--- src/rtl/nrfrw_pkg.sv ---
// Shared types and constants for the receive filter and ring writer.
package nrfrw_pkg;

	localparam int unsigned MAX_FRAME_BYTES = 1518;
	localparam int unsigned MIN_FRAME_BYTES = 14;
	localparam int unsigned MAX_RES = 9;

	localparam logic [31:0] CRC_POLY = 32'hEDB88320;
	localparam logic [31:0] CRC_INIT = 32'hFFFFFFFF;

	localparam logic [1:0] PH_IDLE    = 2'd0;
	localparam logic [1:0] PH_HOLD    = 2'd1;
	localparam logic [1:0] PH_STORE   = 2'd2;
	localparam logic [1:0] PH_DISCARD = 2'd3;

	localparam logic [1:0] EV_NONE     = 2'd0;
	localparam logic [1:0] EV_STORED   = 2'd1;
	localparam logic [1:0] EV_OVERFLOW = 2'd2;

	localparam logic [2:0] REG_ENABLE  = 3'd0;
	localparam logic [2:0] REG_MODE    = 3'd1;
	localparam logic [2:0] REG_STATION = 3'd2;
	localparam logic [2:0] REG_HASH    = 3'd3;
	localparam logic [2:0] REG_START   = 3'd4;
	localparam logic [2:0] REG_STOP    = 3'd5;
	localparam logic [2:0] REG_INITPG  = 3'd6;

	typedef struct packed {
		logic [7:0]  frame_byte;
		logic [10:0] frame_length;
		logic [7:0]  boundary_page;
		logic        last_byte;
	} rx_in_t;

	typedef struct packed {
		logic        write_valid;
		logic [15:0] write_address;
		logic [7:0]  write_data;
		logic [1:0]  event_res;
		logic        last_result;
		logic [7:0]  next_write_page;
	} rx_res_t;

	function automatic logic [31:0] crc_byte(input logic [31:0] c_in, input logic [7:0] b);
		logic [31:0] c;
		c = c_in ^ {24'd0, b};
		for (int i = 0; i < 8; i++) begin
			c = (c >> 1) ^ (c[0] ? CRC_POLY : 32'd0);
		end
		return c;
	endfunction

	function automatic logic [15:0] wp_next(input logic [15:0] wp, input logic [7:0] start,
		input logic [7:0] stop);
		logic [16:0] n;
		n = {1'b0, wp} + 17'd1;
		if (n[16:8] >= {1'b0, stop}) begin
			n = {1'b0, start, 8'd0};
		end
		return n[15:0];
	endfunction

endpackage

--- src/rtl/nic_receive_filter_ring_writer_core.sv ---
// Receive address filter and ring buffer writer, top level.
//
// Input channel (in_valid/in_ready/in_data) takes one frame byte per
// transaction. Each transaction is handled in the cycle it is accepted and
// its results (zero to nine buffer writes or events) land in a result
// register. The output channel (out_valid/out_ready/out_data) presents
// them one per cycle while the receiver is ready.
// Plain data bytes give one result and flow at one byte per cycle; the sixth
// byte of an accepted frame (six writes) and the final byte (nine writes)
// hold the input off while the result register drains, one result a cycle.
// A new byte is taken in the same cycle the last pending result is taken.
// When the receiver stalls, results stay put and input stalls once pending
// results remain. Reset clears the configuration and frame state, the write
// page to zero, the CRC to all ones and the frame state to idle.
// Configuration is a plain write port: cfg_we, cfg_index, cfg_data; writing
// the initial write page also loads the current write page.
module nic_receive_filter_ring_writer_core import nrfrw_pkg::*; (
	input  logic        clk,
	input  logic        arst_n,
	input  logic        cfg_we,
	input  logic [2:0]  cfg_index,
	input  logic [63:0] cfg_data,
	input  logic        in_valid,
	output logic        in_ready,
	input  rx_in_t      in_data,
	output logic        out_valid,
	input  logic        out_ready,
	output rx_res_t     out_data
);

	logic        enable_q;
	logic [2:0]  mode_q;
	logic [47:0] station_q;
	logic [63:0] hash_q;
	logic [7:0]  start_q, stop_q;

	logic [7:0]  cur_q;
	logic [10:0] pos_q, len_q;
	logic [47:0] dest_q;
	logic [31:0] crc_q;
	logic [15:0] wp_q;
	logic [7:0]  ffp_q;
	logic [1:0]  ph_q;

	rx_res_t     res_q [MAX_RES];
	logic [3:0]  rem_q, idx_q;

	logic        in_fire, out_fire;

	logic [7:0]  cur_d;
	logic [10:0] pos_d, len_d;
	logic [47:0] dest_d;
	logic [31:0] crc_d;
	logic [15:0] wp_d;
	logic [7:0]  ffp_d;
	logic [1:0]  ph_d;
	logic [3:0]  n_d;
	rx_res_t     r_d [MAX_RES];

	assign out_valid = (rem_q != 4'd0);
	assign out_data  = res_q[idx_q];
	assign out_fire  = out_valid && out_ready;
	assign in_ready  = (rem_q == 4'd0) || ((rem_q == 4'd1) && out_ready);
	assign in_fire   = in_valid && in_ready;

	always_comb begin
		logic        go;
		logic        acc;
		logic [5:0]  hbit;
		logic signed [9:0] ring, free_pg, pages;
		logic [8:0]  pg;
		logic [7:0]  nxt;
		logic [8:0]  nsum;
		logic [31:0] fcs;
		logic [11:0] total;
		logic [15:0] base;
		cur_d  = (cfg_we && (cfg_index == REG_INITPG)) ? cfg_data[7:0] : cur_q;
		pos_d  = pos_q;
		len_d  = len_q;
		dest_d = dest_q;
		crc_d  = crc_q;
		wp_d   = wp_q;
		ffp_d  = ffp_q;
		ph_d   = ph_q;
		n_d    = 4'd0;
		go     = 1'b1;
		acc    = 1'b0;
		hbit   = '0;
		ring   = '0;
		free_pg = '0;
		pages  = '0;
		pg     = '0;
		nxt    = '0;
		nsum   = '0;
		fcs    = '0;
		total  = '0;
		base   = '0;
		for (int i = 0; i < MAX_RES; i++) begin
			r_d[i] = '0;
		end
		if (in_fire) begin
			if (ph_d == PH_IDLE) begin
				len_d  = in_data.frame_length;
				pos_d  = '0;
				dest_d = '0;
				crc_d  = CRC_INIT;
				if (!enable_q || (len_d < 11'(MIN_FRAME_BYTES))
					|| (len_d > 11'(MAX_FRAME_BYTES))) begin
					ph_d = in_data.last_byte ? PH_IDLE : PH_DISCARD;
					go = 1'b0;
				end else begin
					ph_d = PH_HOLD;
				end
			end
			pg = 9'(({1'b0, len_d} + 12'd263) >> 8);
			pages = 10'(pg);
			if (!go) begin
			end else if (ph_d == PH_HOLD) begin
				dest_d = dest_d | ({40'd0, in_data.frame_byte} << {pos_d[2:0], 3'b000});
				crc_d = crc_byte(crc_d, in_data.frame_byte);
				pos_d = pos_d + 11'd1;
				if (in_data.last_byte) begin
					ph_d = PH_IDLE;
				end else if (pos_d >= 11'd6) begin
					hbit = 6'((~crc_d) >> 26);
					if (mode_q[2]) acc = 1'b1;
					else if (dest_d == station_q) acc = 1'b1;
					else if (dest_d == 48'hFFFFFFFFFFFF) acc = mode_q[0];
					else if (dest_d[0]) acc = mode_q[1] && hash_q[hbit];
					else acc = 1'b0;
					if (!acc) begin
						ph_d = PH_DISCARD;
					end else begin
						ring = 10'(stop_q) - 10'(start_q);
						if (in_data.boundary_page >= cur_d)
							free_pg = 10'(in_data.boundary_page) - 10'(cur_d);
						else
							free_pg = ring - (10'(cur_d) - 10'(in_data.boundary_page));
						if ((ring <= 10'sd0) || (pages >= free_pg)) begin
							ph_d = PH_DISCARD;
							r_d[0].event_res = EV_OVERFLOW;
							n_d = 4'd1;
						end else begin
							ffp_d = cur_d;
							wp_d = {cur_d, 8'd4};
							for (int i = 0; i < 6; i++) begin
								r_d[i].write_valid = 1'b1;
								r_d[i].write_address = wp_d;
								r_d[i].write_data = dest_d[8*i +: 8];
								r_d[i].event_res = EV_NONE;
								wp_d = wp_next(wp_d, start_q, stop_q);
							end
							n_d = 4'd6;
							ph_d = PH_STORE;
						end
					end
				end
			end else if (ph_d == PH_STORE) begin
				crc_d = crc_byte(crc_d, in_data.frame_byte);
				r_d[0].write_valid = 1'b1;
				r_d[0].write_address = wp_d;
				r_d[0].write_data = in_data.frame_byte;
				wp_d = wp_next(wp_d, start_q, stop_q);
				n_d = 4'd1;
				pos_d = pos_d + 11'd1;
				if (pos_d >= len_d) begin
					fcs = ~crc_d;
					total = {1'b0, len_d} + 12'd8;
					nsum = {1'b0, ffp_d} + pg;
					nxt = nsum[7:0];
					base = {ffp_d, 8'd0};
					for (int i = 0; i < 4; i++) begin
						r_d[1+i].write_valid = 1'b1;
						r_d[1+i].write_address = wp_d;
						r_d[1+i].write_data = fcs[8*i +: 8];
						wp_d = wp_next(wp_d, start_q, stop_q);
					end
					if (nxt >= stop_q) nxt = start_q + nxt - stop_q;
					r_d[5].write_valid = 1'b1;
					r_d[5].write_address = base;
					r_d[5].write_data = 8'h01;
					r_d[6].write_valid = 1'b1;
					r_d[6].write_address = base + 16'd1;
					r_d[6].write_data = nxt;
					r_d[7].write_valid = 1'b1;
					r_d[7].write_address = base + 16'd2;
					r_d[7].write_data = total[7:0];
					r_d[8].write_valid = 1'b1;
					r_d[8].write_address = base + 16'd3;
					r_d[8].write_data = {4'd0, total[11:8]};
					r_d[8].event_res = EV_STORED;
					n_d = 4'd9;
					cur_d = nxt;
					ph_d = in_data.last_byte ? PH_IDLE : PH_DISCARD;
				end else if (in_data.last_byte) begin
					ph_d = PH_IDLE;
				end
			end else begin
				if (in_data.last_byte) ph_d = PH_IDLE;
			end
		end
		for (int i = 0; i < MAX_RES; i++) begin
			r_d[i].next_write_page = cur_d;
			r_d[i].last_result = (4'(i) + 4'd1 == n_d);
		end
	end

	always_ff @(posedge clk or negedge arst_n) begin
		if (!arst_n) begin
			enable_q  <= 1'b0;
			mode_q    <= '0;
			station_q <= '0;
			hash_q    <= '0;
			start_q   <= '0;
			stop_q    <= '0;
			cur_q     <= '0;
			pos_q     <= '0;
			len_q     <= '0;
			dest_q    <= '0;
			crc_q     <= CRC_INIT;
			wp_q      <= '0;
			ffp_q     <= '0;
			ph_q      <= PH_IDLE;
			rem_q     <= '0;
			idx_q     <= '0;
		end else begin
			cur_q  <= cur_d;
			pos_q  <= pos_d;
			len_q  <= len_d;
			dest_q <= dest_d;
			crc_q  <= crc_d;
			wp_q   <= wp_d;
			ffp_q  <= ffp_d;
			ph_q   <= ph_d;
			if (in_fire && (n_d != 4'd0)) begin
				rem_q <= n_d;
				idx_q <= '0;
			end else if (out_fire) begin
				rem_q <= rem_q - 4'd1;
				idx_q <= idx_q + 4'd1;
			end
			if (cfg_we) begin
				case (cfg_index)
					REG_ENABLE:  enable_q  <= cfg_data[0];
					REG_MODE:    mode_q    <= cfg_data[2:0];
					REG_STATION: station_q <= cfg_data[47:0];
					REG_HASH:    hash_q    <= cfg_data;
					REG_START:   start_q   <= cfg_data[7:0];
					REG_STOP:    stop_q    <= cfg_data[7:0];
					default: ;
				endcase
			end
		end
	end

	always_ff @(posedge clk) begin
		if (in_fire && (n_d != 4'd0)) begin
			for (int i = 0; i < MAX_RES; i++) begin
				res_q[i] <= r_d[i];
			end
		end
	end

endmodule

--- config.mk ---
export PLATFORM = sky130hd
export DESIGN_NAME = nic_receive_filter_ring_writer_core
export DESIGN_NICKNAME = d
export VERILOG_FILES = /design/src/rtl/nrfrw_pkg.sv /design/src/rtl/nic_receive_filter_ring_writer_core.sv
export SDC_FILE = /design/constraint.sdc
export NUM_CORES = 1
export LEC_CHECK = 0
export BUFFER_PORTS_ARGS = -buffer_cell sky130_fd_sc_hd__buf_2
export CAP_MARGIN = 20
export CORE_UTILIZATION = 50
export DETAILED_ROUTE_END_ITERATION = 8
export PLACE_DENSITY = 0.67
export REMOVE_ABC_BUFFERS = 1
export SLEW_MARGIN = 20
export SYNTH_ARGS = -nofsm -noshare
export SYNTH_HDL_FRONTEND = slang
export SYNTH_SLANG_ARGS = --single-unit
--- constraint.sdc ---
create_clock -name clk -period 23.3 [get_ports clk]
set_clock_uncertainty 0.2 [all_clocks]
set_input_delay 1.165 -clock clk [delete_from_list [all_inputs] [get_ports clk]]
set_output_delay 1.165 -clock clk [all_outputs]
set_load 0.03 [all_outputs]
==> impl_metrics.yaml <==
run_status:
  outcome: "completed"
sta:
  fmax_mhz: 51.3
  finalCritPeriodShare_pct: 83.6
  fin_setup_tns_ns: 0
  finalHoldViolations: 0
  setup_violations: 0
  drv_slew: 0
  rsz0062_at_grt: "false"
  worstMarginPinSlew_ns: 1.11
  finalCriticalPeriod_ns: 19.49
  fin_hold_ws_ns: 0.251
  slew-limit-headroom_pct: 26.0
setup_path:
  end_kind: "flop"
  r2r_slack_ns: 3.81
  path_class: "flop to flop"
  reg2reg_from: "wp_q[0]$_DFFE_PN0P_"
  cpMostUsedCell: "ha_1"
  cp_max_fo: 21
  cpPeakStageDelay_ns: 0.66
  start_kind: "flop"
  rr_endpoint: "wp_q[15]$_DFFE_PN0P_"
  cp-endpoint: "wp_q[15]$_DFFE_PN0P_"
  reg2regPathDepth: 81
  worstPathRequired_ns: 23.66
  critPathLaunch: "wp_q[0]$_DFFE_PN0P_"
  cp_slowest_cell: "dfrtp_1"
  arrival_ns: 19.85
synth:
  synth_compound_area_share_pct: 16.6
  synth_seq_area_share_pct: 40.4
  async_flop_share_pct: 59.6
  synth-edff-count: 187
  muxShareOfSynthArea_pct: 10.7
  synth-simple-area-share_pct: 13.4
  yosysTopAreaCell: "dfrtp_1"
  synthDistinctLibCells: 105
  synth_top_family_by_area: "compound AO/OA/AOI/OAI gates"
  yosys.area_share.adder_pct: 7.65
  synth_top_area_share_pct: 19.6
  syn_area_per_cell_um2: 9.98
  synth_seq_cells: 463
  ys_warn_count: 0
  syn_area_um2: 31100
  yosys-top-cells-area: "dfrtp_1, edfxtp_1, ha_1"
  yosysMostFrequentCell: "nand2_1"
  synth-main-ff-cell: "dfrtp_1"
  synthCells: 3117
  synthXorXnorAreaFrac_pct: 7.46
  synthTopCellsByCount: "nand2_1, dfrtp_1, nor2_1"
floorplan:
  core_um2: 61600
  die_area_um2: 63200
  rows: 91
  die_y_um: 251
  initial_core_util_pct: 50.5
  fp.dieW_um: 251
  io_pins: 138
layout:
  fillers: 5297
  final_area_um2: 34600
  regArea_um2: 12600
  multi_input_area_um2: 17500
  area_growth_pct: 11.2
  layout.nets: 3482
  drive_gt1_share_pct: 17.8
  diodes: 0
cts:
  cts.sinks: 463
  clock-root-buffer: "clkbuf_16"
  cts_tree: "done"
  clk_latency_ns: 0.63
  post_cts_resized: 0
  cts_buffers: 52
  cts_max_level: 2
  cts_buffer_depth: 3
  clkTransAtPathRegs_ns: 0.06
  hold_buffers: 0
  post-cts-setup-buffer-count: 0
flow_run:
  drv_cap: 0
global_route:
  grt_max_degree: 196
  antenna_found_initial: 2
  grt.total_usage_pct: 33.9
  grt_pass1_vias: 25600
  gr-total-overflow: 0
  grt_pass1_wl_um: 161000
routing:
  postRouteAntennaNets: 0
  drt-initial-drc-count: 3432
  drc: 0
  wire_per_inst_um: 26.4
  num_vias: 26100
  dr.pass1.iters: 6
  routed_wirelength_um: 108000
  viasPerCell: 6.39
place:
  port_buffers: 137
  place_hpwl_um: 78900
  gp_congestion: 1.03
  place_area_um2: 32800
hold_path:
  hold_path_class: "flop to flop"
==> state kept, by name, indices dropped and copies added (netlist names), 11 cells and up <==
register,cells
res_q,187
hash_q,64
dest_q,48
station_q,48
crc_q,32
wp_q,16
len_q,11
pos_q,11
==> area by class of cell <==
cell class | count | area share (%)
Sequential cell | 463 | 36.3
Multi-Input combinational cell | 2348 | 50.5
Tap cell | 837 | 3.03
Clock inverter | 31 | 1.03
Timing Repair Buffer | 218 | 3.81
Clock buffer | 67 | 4.10
Inverter | 116 | 1.26
==> worst min path at each step <==
stage	startpoint	to	slack [ns]	cells past startpoint
2_1_floorplan	crc_q[2]$_DFFE_PN1P_	crc_q[2]$_DFFE_PN1P_	0.23	2
3_3_place_gp	crc_q[2]$_DFFE_PN1P_	crc_q[2]$_DFFE_PN1P_	0.24	2
4_1_cts	crc_q[2]$_DFFE_PN1P_	crc_q[2]$_DFFE_PN1P_	0.25	2
3_5_place_dp	crc_q[2]$_DFFE_PN1P_	crc_q[2]$_DFFE_PN1P_	0.24	2
5_1_grt	crc_q[2]$_DFFE_PN1P_	crc_q[2]$_DFFE_PN1P_	0.27	2
6_report	crc_q[2]$_DFFE_PN1P_	crc_q[2]$_DFFE_PN1P_	0.25	2
==> metal layers <==
layer	part of all wire (%)	track usage [%]	routed length [µm]
met1	40	44.9	43000
met2	45	52.9	48800
met3	8.8	5.95	9490
met4	6.0	19.0	6520
met5	0	0	0
==> through the flow <==
stage,setup slack [ns],utilization [%],instances
3_5_place_dp,4.35,53.3,3982
6_report,3.81,56.2,4080
3_3_place_gp,4.76,53.3,3981
2_1_floorplan,5.79,-,2927
5_1_grt,2.51,56.2,4080
4_1_cts,4.29,56.2,4080
==> worst max-delay path, delay by kind of cell, from the launching register on <==
| family | cells | cell delay (ns) |
|---|---|---|
| compound gates | 32 | 7.92 |
| mux | 2 | 0.62 |
| simple gates | 24 | 4.42 |
| xor+xnor | 4 | 1.18 |
| buf+inv | 9 | 1.26 |
| flops | 1 | 0.66 |
| fa+ha+maj | 10 | 3.13 |
==> cell families after synthesis <==
family / after synthesis
AO/OA/AOI/OAI: 768
XOR/XNOR: 260
adder cells (fa/ha/maj): 183
buffers and inverters: 308
flip-flops: 463
multiplexers: 256
other: 1
AND/OR/NAND/NOR: 878
==> cell usage in the layout, fill, tap and decap left out, types with 59 or more instances in the layout <==
cell / netlist / final
nand2_1: 300 / 299
dfrtp_1: 244 / 241
nor2_1: 235 / 230
o21ai_0: 194 / 193
edfxtp_1: 187 / 187
ha_1: 171 / 171
a21oi_1: 156 / 154
xnor2_1: 144 / 143
mux2_2: 141 / 141
buf_2: 13 / 136
xor2_1: 112 / 110
inv_1: 109 / 109
buf_4: 1 / 79
mux2i_1: 67 / 67
a22oi_1: 62 / 62
a21o_1: 59 / 59
Power is left out: the tool's default activity adds up to more than one toggle a clock period on the data nets, which glitch-free logic cannot reach.
